<file path="src/design/pwi_pkg.sv">
// Shared widths, sizing constants and register indexes for the windowed-integral PID core.
`timescale 1ns / 1ps

package pwi_pkg;

  // Window of stored errors; a power of two so the average is a shift
  localparam int unsigned Window   = 16;
  localparam int unsigned WinShift = $clog2(Window);
  localparam int unsigned PtrW     = (WinShift > 0) ? WinShift : 1;

  // Field widths
  localparam int unsigned SampleW = 16;
  localparam int unsigned GainW   = 16;
  localparam int unsigned ErrW    = SampleW + 1;
  localparam int unsigned DerivW  = ErrW + 1;
  localparam int unsigned SumW    = ErrW + WinShift;
  localparam int unsigned DriveW  = 32;

  // Product and accumulator widths
  localparam int unsigned ProdEW = GainW + ErrW;
  localparam int unsigned ProdDW = GainW + DerivW;
  localparam int unsigned AccW   = ProdDW + 2;
  localparam int unsigned FracW  = 8;

  // Stream payload widths, padded to whole bytes
  localparam int unsigned InDataW  = 2 * SampleW;
  localparam int unsigned OutRawW  = DriveW + ErrW;
  localparam int unsigned OutDataW = ((OutRawW + 7) / 8) * 8;
  localparam int unsigned OutPadW  = OutDataW - OutRawW;

  // Configuration register indexes
  localparam int unsigned CfgIdxW = 2;
  typedef enum logic [CfgIdxW-1:0] {
    GAIN_PROP  = 2'd0,
    GAIN_INTEG = 2'd1,
    GAIN_DERIV = 2'd2
  } cfg_idx_e;

endpackage

</file>
<file path="src/design/pid_windowed_integral_core.sv">
// PID controller with a moving-window average integral, streaming in and out.
// An accepted request is registered in turn in the error stage, the product stage and
// the sum and saturate stage before a valid result. Throughput: one request per cycle
// while the result stream is not stalled; each stage moves on when the stage after it is
// empty or emptying, set by the result register. Reset clears the error ring, window sum,
// ring pointer, previous error, gains and all stage valid flags.
`timescale 1ns / 1ps

module pid_windowed_integral_core (
  input  logic                              clk_i,
  input  logic                              rst_ni,
  // Configuration write port
  input  logic                              cfg_we_i,
  input  logic [pwi_pkg::CfgIdxW-1:0]       cfg_idx_i,
  input  logic [pwi_pkg::GainW-1:0]         cfg_data_i,
  // Input stream
  input  logic                              s_axis_tvalid,
  output logic                              s_axis_tready,
  input  logic [pwi_pkg::InDataW-1:0]       s_axis_tdata,  // target_value, measured_value
  // Result stream
  output logic                              m_axis_tvalid,
  input  logic                              m_axis_tready,
  output logic [pwi_pkg::OutDataW-1:0]      m_axis_tdata   // drive_value, error_now, zero pad
);
  import pwi_pkg::*;

  // Gains
  logic signed [GainW-1:0] gain_prop_q, gain_integ_q, gain_deriv_q;

  // Controller state
  logic signed [ErrW-1:0] ring_q [Window];
  logic [PtrW-1:0]        ptr_q;
  logic signed [SumW-1:0] sum_q, sum_d;
  logic signed [ErrW-1:0] last_err_q;

  // Stage valids and handshake
  logic v_a_q, v_b_q, v_c_q;
  logic rdy_a, rdy_b, rdy_c;
  logic in_acc;

  // Stage A payload
  logic signed [SampleW-1:0] target, measured;
  logic signed [ErrW-1:0]    err_d, err_a_q, avg_d, avg_a_q;
  logic signed [DerivW-1:0]  der_d, der_a_q;

  // Stage B payload
  logic signed [ProdEW-1:0] prod_p_d, prod_p_q, prod_i_d, prod_i_q;
  logic signed [ProdDW-1:0] prod_d_d, prod_d_q;
  logic signed [ErrW-1:0]   err_b_q;

  // Stage C payload
  logic signed [AccW-1:0]   acc, acc_sh;
  logic signed [DriveW-1:0] drive_d, drive_c_q;
  logic signed [ErrW-1:0]   err_c_q;

  // Handshake: each stage takes new data when it is empty or its content moves on
  assign rdy_c         = !v_c_q || m_axis_tready;
  assign rdy_b         = !v_b_q || rdy_c;
  assign rdy_a         = !v_a_q || rdy_b;
  assign s_axis_tready = rdy_a;
  assign in_acc        = s_axis_tvalid && rdy_a;

  // Write gains
  always_ff @(posedge clk_i or negedge rst_ni) begin
    if (!rst_ni) begin
      gain_prop_q  <= '0;
      gain_integ_q <= '0;
      gain_deriv_q <= '0;
    end else if (cfg_we_i) begin
      unique case (cfg_idx_e'(cfg_idx_i))
        GAIN_PROP:  gain_prop_q  <= cfg_data_i;
        GAIN_INTEG: gain_integ_q <= cfg_data_i;
        GAIN_DERIV: gain_deriv_q <= cfg_data_i;
        default: ;
      endcase
    end
  end

  // Error, window sum, average and derivative for the incoming request
  always_comb begin
    target   = s_axis_tdata[SampleW-1:0];
    measured = s_axis_tdata[2*SampleW-1:SampleW];
    err_d    = ErrW'(target) - ErrW'(measured);
    sum_d    = sum_q - SumW'(ring_q[ptr_q]) + SumW'(err_d);
    avg_d    = ErrW'(sum_d >>> WinShift);
    der_d    = DerivW'(err_d) - DerivW'(last_err_q);
  end

  // Update the ring and running sum on each accepted request
  always_ff @(posedge clk_i or negedge rst_ni) begin
    if (!rst_ni) begin
      for (int i = 0; i < Window; i++) ring_q[i] <= '0;
      ptr_q      <= '0;
      sum_q      <= '0;
      last_err_q <= '0;
    end else if (in_acc) begin
      ring_q[ptr_q] <= err_d;
      ptr_q         <= ptr_q + PtrW'(1);
      sum_q         <= sum_d;
      last_err_q    <= err_d;
    end
  end

  // Stage valid flags
  always_ff @(posedge clk_i or negedge rst_ni) begin
    if (!rst_ni) begin
      v_a_q <= 1'b0;
      v_b_q <= 1'b0;
      v_c_q <= 1'b0;
    end else begin
      if (rdy_a) v_a_q <= s_axis_tvalid;
      if (rdy_b) v_b_q <= v_a_q;
      if (rdy_c) v_c_q <= v_b_q;
    end
  end

  // Stage A: hold the terms
  always_ff @(posedge clk_i) begin
    if (rdy_a) begin
      err_a_q <= err_d;
      avg_a_q <= avg_d;
      der_a_q <= der_d;
    end
  end

  // Stage B: three independent products
  assign prod_p_d = gain_prop_q * err_a_q;
  assign prod_i_d = gain_integ_q * avg_a_q;
  assign prod_d_d = gain_deriv_q * der_a_q;

  always_ff @(posedge clk_i) begin
    if (rdy_b) begin
      prod_p_q <= prod_p_d;
      prod_i_q <= prod_i_d;
      prod_d_q <= prod_d_d;
      err_b_q  <= err_a_q;
    end
  end

  // Stage C: sum, drop fraction bits (floor), saturate to the drive width
  always_comb begin
    acc    = AccW'(prod_p_q) + AccW'(prod_i_q) + AccW'(prod_d_q);
    acc_sh = acc >>> FracW;
    if (acc_sh[AccW-1:DriveW-1] == '0 || acc_sh[AccW-1:DriveW-1] == '1) begin
      drive_d = acc_sh[DriveW-1:0];
    end else if (acc_sh[AccW-1]) begin
      drive_d = {1'b1, {(DriveW-1){1'b0}}};
    end else begin
      drive_d = {1'b0, {(DriveW-1){1'b1}}};
    end
  end

  always_ff @(posedge clk_i) begin
    if (rdy_c) begin
      drive_c_q <= drive_d;
      err_c_q   <= err_b_q;
    end
  end

  assign m_axis_tvalid = v_c_q;
  assign m_axis_tdata  = {{OutPadW{1'b0}}, err_c_q, drive_c_q};

  // The ring pointer steps by one on each accepted request
  assert property (@(posedge clk_i) disable iff (!rst_ni)
    in_acc |=> ptr_q == $past(ptr_q) + PtrW'(1))
    else $error("ring pointer did not advance on accept");

  // Controller state holds when no request is taken
  assert property (@(posedge clk_i) disable iff (!rst_ni)
    !in_acc |=> $stable(sum_q) && $stable(ptr_q) && $stable(last_err_q))
    else $error("controller state changed without a request");

  // An accepted request fills the first stage
  assert property (@(posedge clk_i) disable iff (!rst_ni)
    in_acc |=> v_a_q)
    else $error("accepted request lost in first stage");

  // A full pipeline with a stalled output takes no new request
  assert property (@(posedge clk_i) disable iff (!rst_ni)
    (v_a_q && v_b_q && v_c_q && !m_axis_tready) |-> !s_axis_tready)
    else $error("request accepted into a full pipeline");

endmodule
</file>
<file path="config.mk">
export PLATFORM = sky130hd
export DESIGN_NAME = pid_windowed_integral_core
export DESIGN_NICKNAME = d
export VERILOG_FILES = /design/src/design/pwi_pkg.sv /design/src/design/pid_windowed_integral_core.sv
export SDC_FILE = /design/constraint.sdc
export NUM_CORES = 2
export LEC_CHECK = 0
export ABC_AREA = 1
export BUFFER_PORTS_ARGS = -buffer_cell sky130_fd_sc_hd__buf_2
export CORE_ASPECT_RATIO = 1.1
export CORE_MARGIN = 8
export CORE_UTILIZATION = 55
export CTS_CLUSTER_SIZE = 16
export DETAILED_ROUTE_END_ITERATION = 10
export PLACE_DENSITY = 0.76
export SKIP_CTS_REPAIR_TIMING = 1
export SYNTH_ARGS = -nofsm -noshare
export SYNTH_HDL_FRONTEND = slang
export SYNTH_SLANG_ARGS = --single-unit
</file>
<file path="constraint.sdc">
create_clock -name clk_i -period 9.49 [get_ports clk_i]
set_input_delay 1.898 -clock clk_i [delete_from_list [all_inputs] [get_ports clk_i]]
set_output_delay 1.898 -clock clk_i [all_outputs]
set_load 0.03 [all_outputs]
</file>
======== After elaboration in Yosys (flattened, before gate mapping) ========
Index checks and enable logic that the tools add are counted.
storage, ports and cells
  output and inout bits ................... 58
  logic and storage cells ................. 72
  bits in registers ....................... 583
  bits of input ports ..................... 55
cells by class
  $add $sub $neg .......................... 7
  mux-type cells .......................... 8
  bitwise operators ....................... 1
  equality and inequality tests ........... 3
  order comparisons ....................... 2
  reductions and logical operators ........ 14
  $mul .................................... 3
operators with widths
  kind                 count
  $bwmux 272           1
  $bmux 17 s4          1
  $demux 17 s4         1
  $mul 16x17->33       2
  $mux 32              2
  $mux 17              3
  $add 34x34->35       1
  $add 33x33->34       1
  $mul 16x18->34       1
  $add 21x17->21       1
  $sub 21x17->21       1
  $sub 17x17->18       1
  $sub 16x16->17       1
  $reduce_and 2->1     3
  $eq 5x5->1 const B   1
  $ge 5x5->1 const B   1
  $logic_not 5->1      1
  $lt 5x1->1 const B   1
  $not 4->5            1
  $add 4x1->4 const B  1
  $logic_or 1x1->1     4
  $logic_not 1->1      3
  $eq 2x1->1 const B   1
  $eq 2x2->1 const B   1
  2 further kinds      3

======== Logic depth before layout (Yosys ltp) ========
  depth in word-level cells ............... 6
  mapped depth ............................ 28
  gate-level depth less buffers ........... 26

======== Worst setup path before layout ========
Ideal clock, no wire load.
  path kind ............................... flip-flop to flip-flop
  start point ............................. register gain_deriv_q[5]
  end point ............................... register prod_d_q[33], data pin
  stages on the path, launching flop included .. 23
  setup slack ............................. 3.782 ns
  arrival ................................. 5.450 ns
  setup time .............................. 0.258 ns
  buffers on the path ..................... 2
  cells stage by stage .................... dfrtp_1 > clkbuf_1 > clkbuf_1 > nand2_1 > fa_1 > inv_1 > fa_1 > inv_1 > fa_1 > fa_1 > fa_1 > fa_1 > inv_1 > ha_1 > nand2_1 > nor3_1 > inv_1 > nor3_1 > inv_1 > nor3_1 > nand2_1 > nand2_1 > xnor2_1
on the way
  word-level cells in the longest chain between the ends .. 1
ends and longest elaborated chain
  item                    line                               source
  start, declared         pid_windowed_integral_core.sv:28   logic signed [GainW-1:0] gain_prop_q, gain_integ_q, gain_deriv_q;
  start signal, assigned  pid_windowed_integral_core.sv:73   GAIN_DERIV: gain_deriv_q <= cfg_data_i;
  $mul 16x18->34          pid_windowed_integral_core.sv:129  assign prod_d_d = gain_deriv_q * der_a_q;
  named net prod_d_d[33]  pid_windowed_integral_core.sv:48   logic signed [ProdDW-1:0] prod_d_d, prod_d_q;
  end signal, assigned    pid_windowed_integral_core.sv:135  prod_d_q <= prod_d_d;
  end, declared           pid_windowed_integral_core.sv:48
The timed path passes the listed nets, and every way through them passes these cells.
A chain may end at the register's enable or synchronous reset.

======== Worst setup path after layout ========
  start point ............................. register der_a_q[17]
  end point ............................... register prod_d_q[33], data pin
on the way
  word-level cells in the longest chain between the ends .. 1
ends and longest elaborated chain
  item                    line                               source
  start, declared         pid_windowed_integral_core.sv:44   logic signed [DerivW-1:0] der_d, der_a_q;
  start signal, assigned  pid_windowed_integral_core.sv:122  der_a_q <= der_d;
  $mul 16x18->34          pid_windowed_integral_core.sv:129
  named net prod_d_d[33]  pid_windowed_integral_core.sv:48
The timed path passes the listed nets, and every way through them passes these cells.

==> flow_summary.toml <==
[synth]
synthArstFlopShare_pct = 63.1
synth_seq_cells = 578
synthDistinctLibCells = 57
ys_warn_count = 0
synth_top_cells_by_count = "sky130_fd_sc_hd__nand2_1 (1,721), sky130_fd_sc_hd__inv_1 (1,614), sky130_fd_sc_hd__fa_1 (897)"
synth.largest_area_cell = "sky130_fd_sc_hd__fa_1"
dominantRegCellSynth = "sky130_fd_sc_hd__dfrtp_1"
synth_largest_type_area_fraction_pct = 29.4
syn-mean-instance-area_sq_um = 8.51
synthMostInstantiatedCell = "sky130_fd_sc_hd__nand2_1"
sequential_element_share_of_the_synthesized_area_pct = 25.5
syn-cell-area_sq_mm = 0.0610
synth.area.top_cells = "sky130_fd_sc_hd__fa_1 (29%), sky130_fd_sc_hd__dfrtp_1 (15%), sky130_fd_sc_hd__nand2_1 (11%), sky130_fd_sc_hd__edfxtp_1 (10%), sky130_fd_sc_hd__inv_1 (9.9%)"
synth_enable_flop_cells = 213
synth_cells = 7164

[timing]
report.final.setup_viol = 0
endpoints_failing_hold = 0
fin_setup_tns_ns = 0
max_freq_ghz = 0.152
timing_worst_slew_pin_value_ns = 1.23
slew-limit-headroom_pct = 17.9
fin_hold_ws_ns = 0.353
final_max_slew_viol_count = 0
timing.clock.skew_ns = 0.0703
finalWorstPathRequiredPeriod_ns = 6.59
rsz0062_at_grt = "false"
finalCritPeriodShare_pct = 69.4

[worst_setup_path]
worstPathMaxFanout = 16
rr_worst_depth = 20
setup.worst_path.start_class = "flip-flop"
crit_end_element = "flip-flop"
timing_worst_setup_path_type = "reg2reg"
worst_ep_arrival_time_ns = 6.96
end_of_the_worst_register_to_register_path = "prod_d_q[33]"
r2r_start = "der_a_q[17]"
r2r_setup_slack_ns = 2.90
cp_data_required_time_ns = 9.86

[layout]
layout.cell_area.non_filler_sq_mm = 0.0646
layout.nets = 8351
sequential_cell_area_sq_mm = 0.0155
area_growth_pct = 5.97
multi_input_area_sq_mm = 0.0380
fillerInstances = 9459
final-instance-count-excl-fill = 8541
drive_above_1_share_pct = 4.54

[clock_tree]
clk_root_buffer_cell = "sky130_fd_sc_hd__clkbuf_16"
cts.path.max_buffers = 3
numCtsBuffers = 67
clk_pin_slew_worst_paths_ns = 0.08
sinks_on_clock_net = 578
cts_tree = "done"
clock_latency_ns = 0.69
htree_levels = 3

[die]
start_util_pct = 55.3
fp.dieArea_sq_mm = 0.122
top_level_ports = 113
core_box_area_sq_mm = 0.110
dieWidth_um = 334
dieHeight_um = 365
placement_rows = 128

[global_route]
grt_first_pass_wirelength_um = 265000
gr-usage-all-layers_pct = 27.5
grt_max_degree = 173
first_global_vias = 49400
gr-total-overflow = 0
number_of_antenna_violations_at_the_first_check_in_global_routing = 3

[min_path]
min-delay-path-class = "reg2reg"
worstHoldStart = "err_b_q[0]"
hold_path_end = "err_c_q[0]"
min_path_cells = 0

[place]
globalplace.congestion = 0.980
place.port_buffers = 105
dpl-instance-area_sq_mm = 0.0622
placed_cell_count = 8415
detailedPlacementHpwl_um = 128000

[drt]
avgViaCountPerCell = 5.51
dr.first_iter.drc_count = 4284
post_detailed_routing_wire_length_um = 166000
wl_per_cell_um = 19.4
detailroute.via_count = 47100
antenna_violating_nets_post_route = 0
route.detailed.drc = 0
detailedRoute.firstPassIterationCount = 5

[job]
cap_viol_max_count = 0

[status]
status = "finished, final reports clean"
-- cell usage in the layout, fill, tap and decap left out, types with 9 or more instances in the layout --
| cell type | Yosys | final |
|---|---|---|
| sky130_fd_sc_hd__a21boi_0 | 9 | 9 |
| sky130_fd_sc_hd__a21o_1 | 26 | 26 |
| sky130_fd_sc_hd__a21oi_1 | 221 | 221 |
| sky130_fd_sc_hd__a221oi_1 | 15 | 15 |
| sky130_fd_sc_hd__a22o_1 | 11 | 11 |
| sky130_fd_sc_hd__a31oi_1 | 17 | 17 |
| sky130_fd_sc_hd__buf_2 | 35 | 104 |
| sky130_fd_sc_hd__buf_4 | 18 | 29 |
| sky130_fd_sc_hd__bufinv_16 | 0 | 9 |
| sky130_fd_sc_hd__clkbuf_1 | 245 | 9 |
| sky130_fd_sc_hd__clkbuf_16 | 0 | 70 |
| sky130_fd_sc_hd__clkinv_2 | 0 | 10 |
| sky130_fd_sc_hd__dfrtp_1 | 365 | 363 |
| sky130_fd_sc_hd__edfxtp_1 | 213 | 213 |
| sky130_fd_sc_hd__fa_1 | 897 | 897 |
| sky130_fd_sc_hd__ha_1 | 345 | 345 |
| sky130_fd_sc_hd__inv_1 | 1614 | 1611 |
| sky130_fd_sc_hd__inv_2 | 11 | 12 |
| sky130_fd_sc_hd__nand2_1 | 1721 | 1721 |
| sky130_fd_sc_hd__nand3_1 | 149 | 148 |
| sky130_fd_sc_hd__nand4_1 | 27 | 27 |
| sky130_fd_sc_hd__nor2_1 | 316 | 316 |
| sky130_fd_sc_hd__nor2_2 | 10 | 10 |
| sky130_fd_sc_hd__nor3_1 | 25 | 25 |
| sky130_fd_sc_hd__o21ai_0 | 493 | 493 |
| sky130_fd_sc_hd__o21ai_1 | 24 | 24 |
| sky130_fd_sc_hd__o21bai_1 | 19 | 19 |
| sky130_fd_sc_hd__o22ai_1 | 52 | 52 |
| sky130_fd_sc_hd__or2_2 | 19 | 19 |
| sky130_fd_sc_hd__xnor2_1 | 50 | 50 |
| sky130_fd_sc_hd__xor2_1 | 114 | 112 |
-- area by class of cell --
| class | count | share of cell area [%] |
|---|---|---|
| Timing Repair Buffer | 135 | 1.20 |
| Clock buffer | 85 | 2.89 |
| Multi-Input combinational cell | 4644 | 58.8 |
| Tap cell | 1430 | 2.77 |
| Sequential cell | 578 | 24.0 |
| Inverter | 1628 | 9.46 |
| Clock inverter | 38 | 0.821 |
| Antenna cell | 3 | 0.0116 |
-- how the worst max path moves through the flow --
stage               startpoint  slack, ns      endpoint
5_1_grt            der_a_q[17]       2.50  prod_d_q[33]
4_1_cts            der_a_q[17]       2.91  prod_d_q[33]
6_report           der_a_q[17]       2.90  prod_d_q[33]
2_1_floorplan  gain_deriv_q[5]       3.78  prod_d_q[33]
3_3_place_gp   gain_integ_q[2]       2.91  prod_i_q[24]
3_5_place_dp       der_a_q[17]       2.97  prod_d_q[33]
-- through the flow --
stage                     worst slack [ns]  utilization, %
final                                 2.90            58.6
after global routing                  2.50            58.6
after CTS                             2.91            58.6
after detailed placement              2.97            56.4
after global placement                2.91            56.4
after floorplan                       3.78               -
-- state kept, by name, summed over array words and instances (netlist names) --
name and cells:
ptr_q 4, m_axis_tvalid 1, sum_q 21, avg_a_q 17, v_b_q 1, gain_deriv_q 16, prod_p_q 33, err_a_q 17
last_err_q 17, err_b_q 17, gain_prop_q 16, err_c_q 17, der_a_q 18, prod_d_q 34, gain_integ_q 16, ring_q 272
prod_i_q 33, v_a_q 1, drive_c_q 27
-- critical path: stages (launching register included) --
cell and delay (ns):
sky130_fd_sc_hd__edfxtp_1 0.93, sky130_fd_sc_hd__nand2_1 0.22, sky130_fd_sc_hd__inv_1 0.17, sky130_fd_sc_hd__fa_1 0.54, sky130_fd_sc_hd__fa_1 0.85, sky130_fd_sc_hd__inv_1 0.16, sky130_fd_sc_hd__fa_1 0.53, sky130_fd_sc_hd__fa_1 0.59
sky130_fd_sc_hd__fa_1 0.43, sky130_fd_sc_hd__fa_1 0.49, sky130_fd_sc_hd__inv_1 0.05, sky130_fd_sc_hd__ha_1 0.39, sky130_fd_sc_hd__nand2_1 0.10, sky130_fd_sc_hd__nor3_1 0.15, sky130_fd_sc_hd__inv_1 0.08, sky130_fd_sc_hd__nor3_1 0.14
sky130_fd_sc_hd__inv_1 0.07, sky130_fd_sc_hd__nor3_1 0.13, sky130_fd_sc_hd__nand2_1 0.08, sky130_fd_sc_hd__nand2_1 0.10, sky130_fd_sc_hd__xnor2_1 0.08
-- logic make-up after synthesis --
| kind of cell | Yosys count | share of synthesized area [%] |
|---|---|---|
| AOI/OAI and AO/OA | 922 | 8.28 |
| xor gates and xnor gates | 164 | 2.36 |
| adders and majority gates | 1242 | 36.5 |
| buffers and inverters | 1948 | 12.3 |
| DFF | 578 | 25.5 |
| other | 1 | 0.00615 |
| and+or+nand+nor | 2309 | 15.1 |
-- per-layer routing --
metal / up-vias / track usage [%] / share of wire (%)
met4: 0 / 12.2 / 4.9
met2: 2149 / 47.2 / 48
met1: 23100 / 34.0 / 39
met3: 438 / 4.87 / 8.2
li1: 21400 / - / -
met5: - / 0 / 0
Power is not shown: default switching activity piles up to over one toggle a cycle in this logic, so the estimate is an artifact.
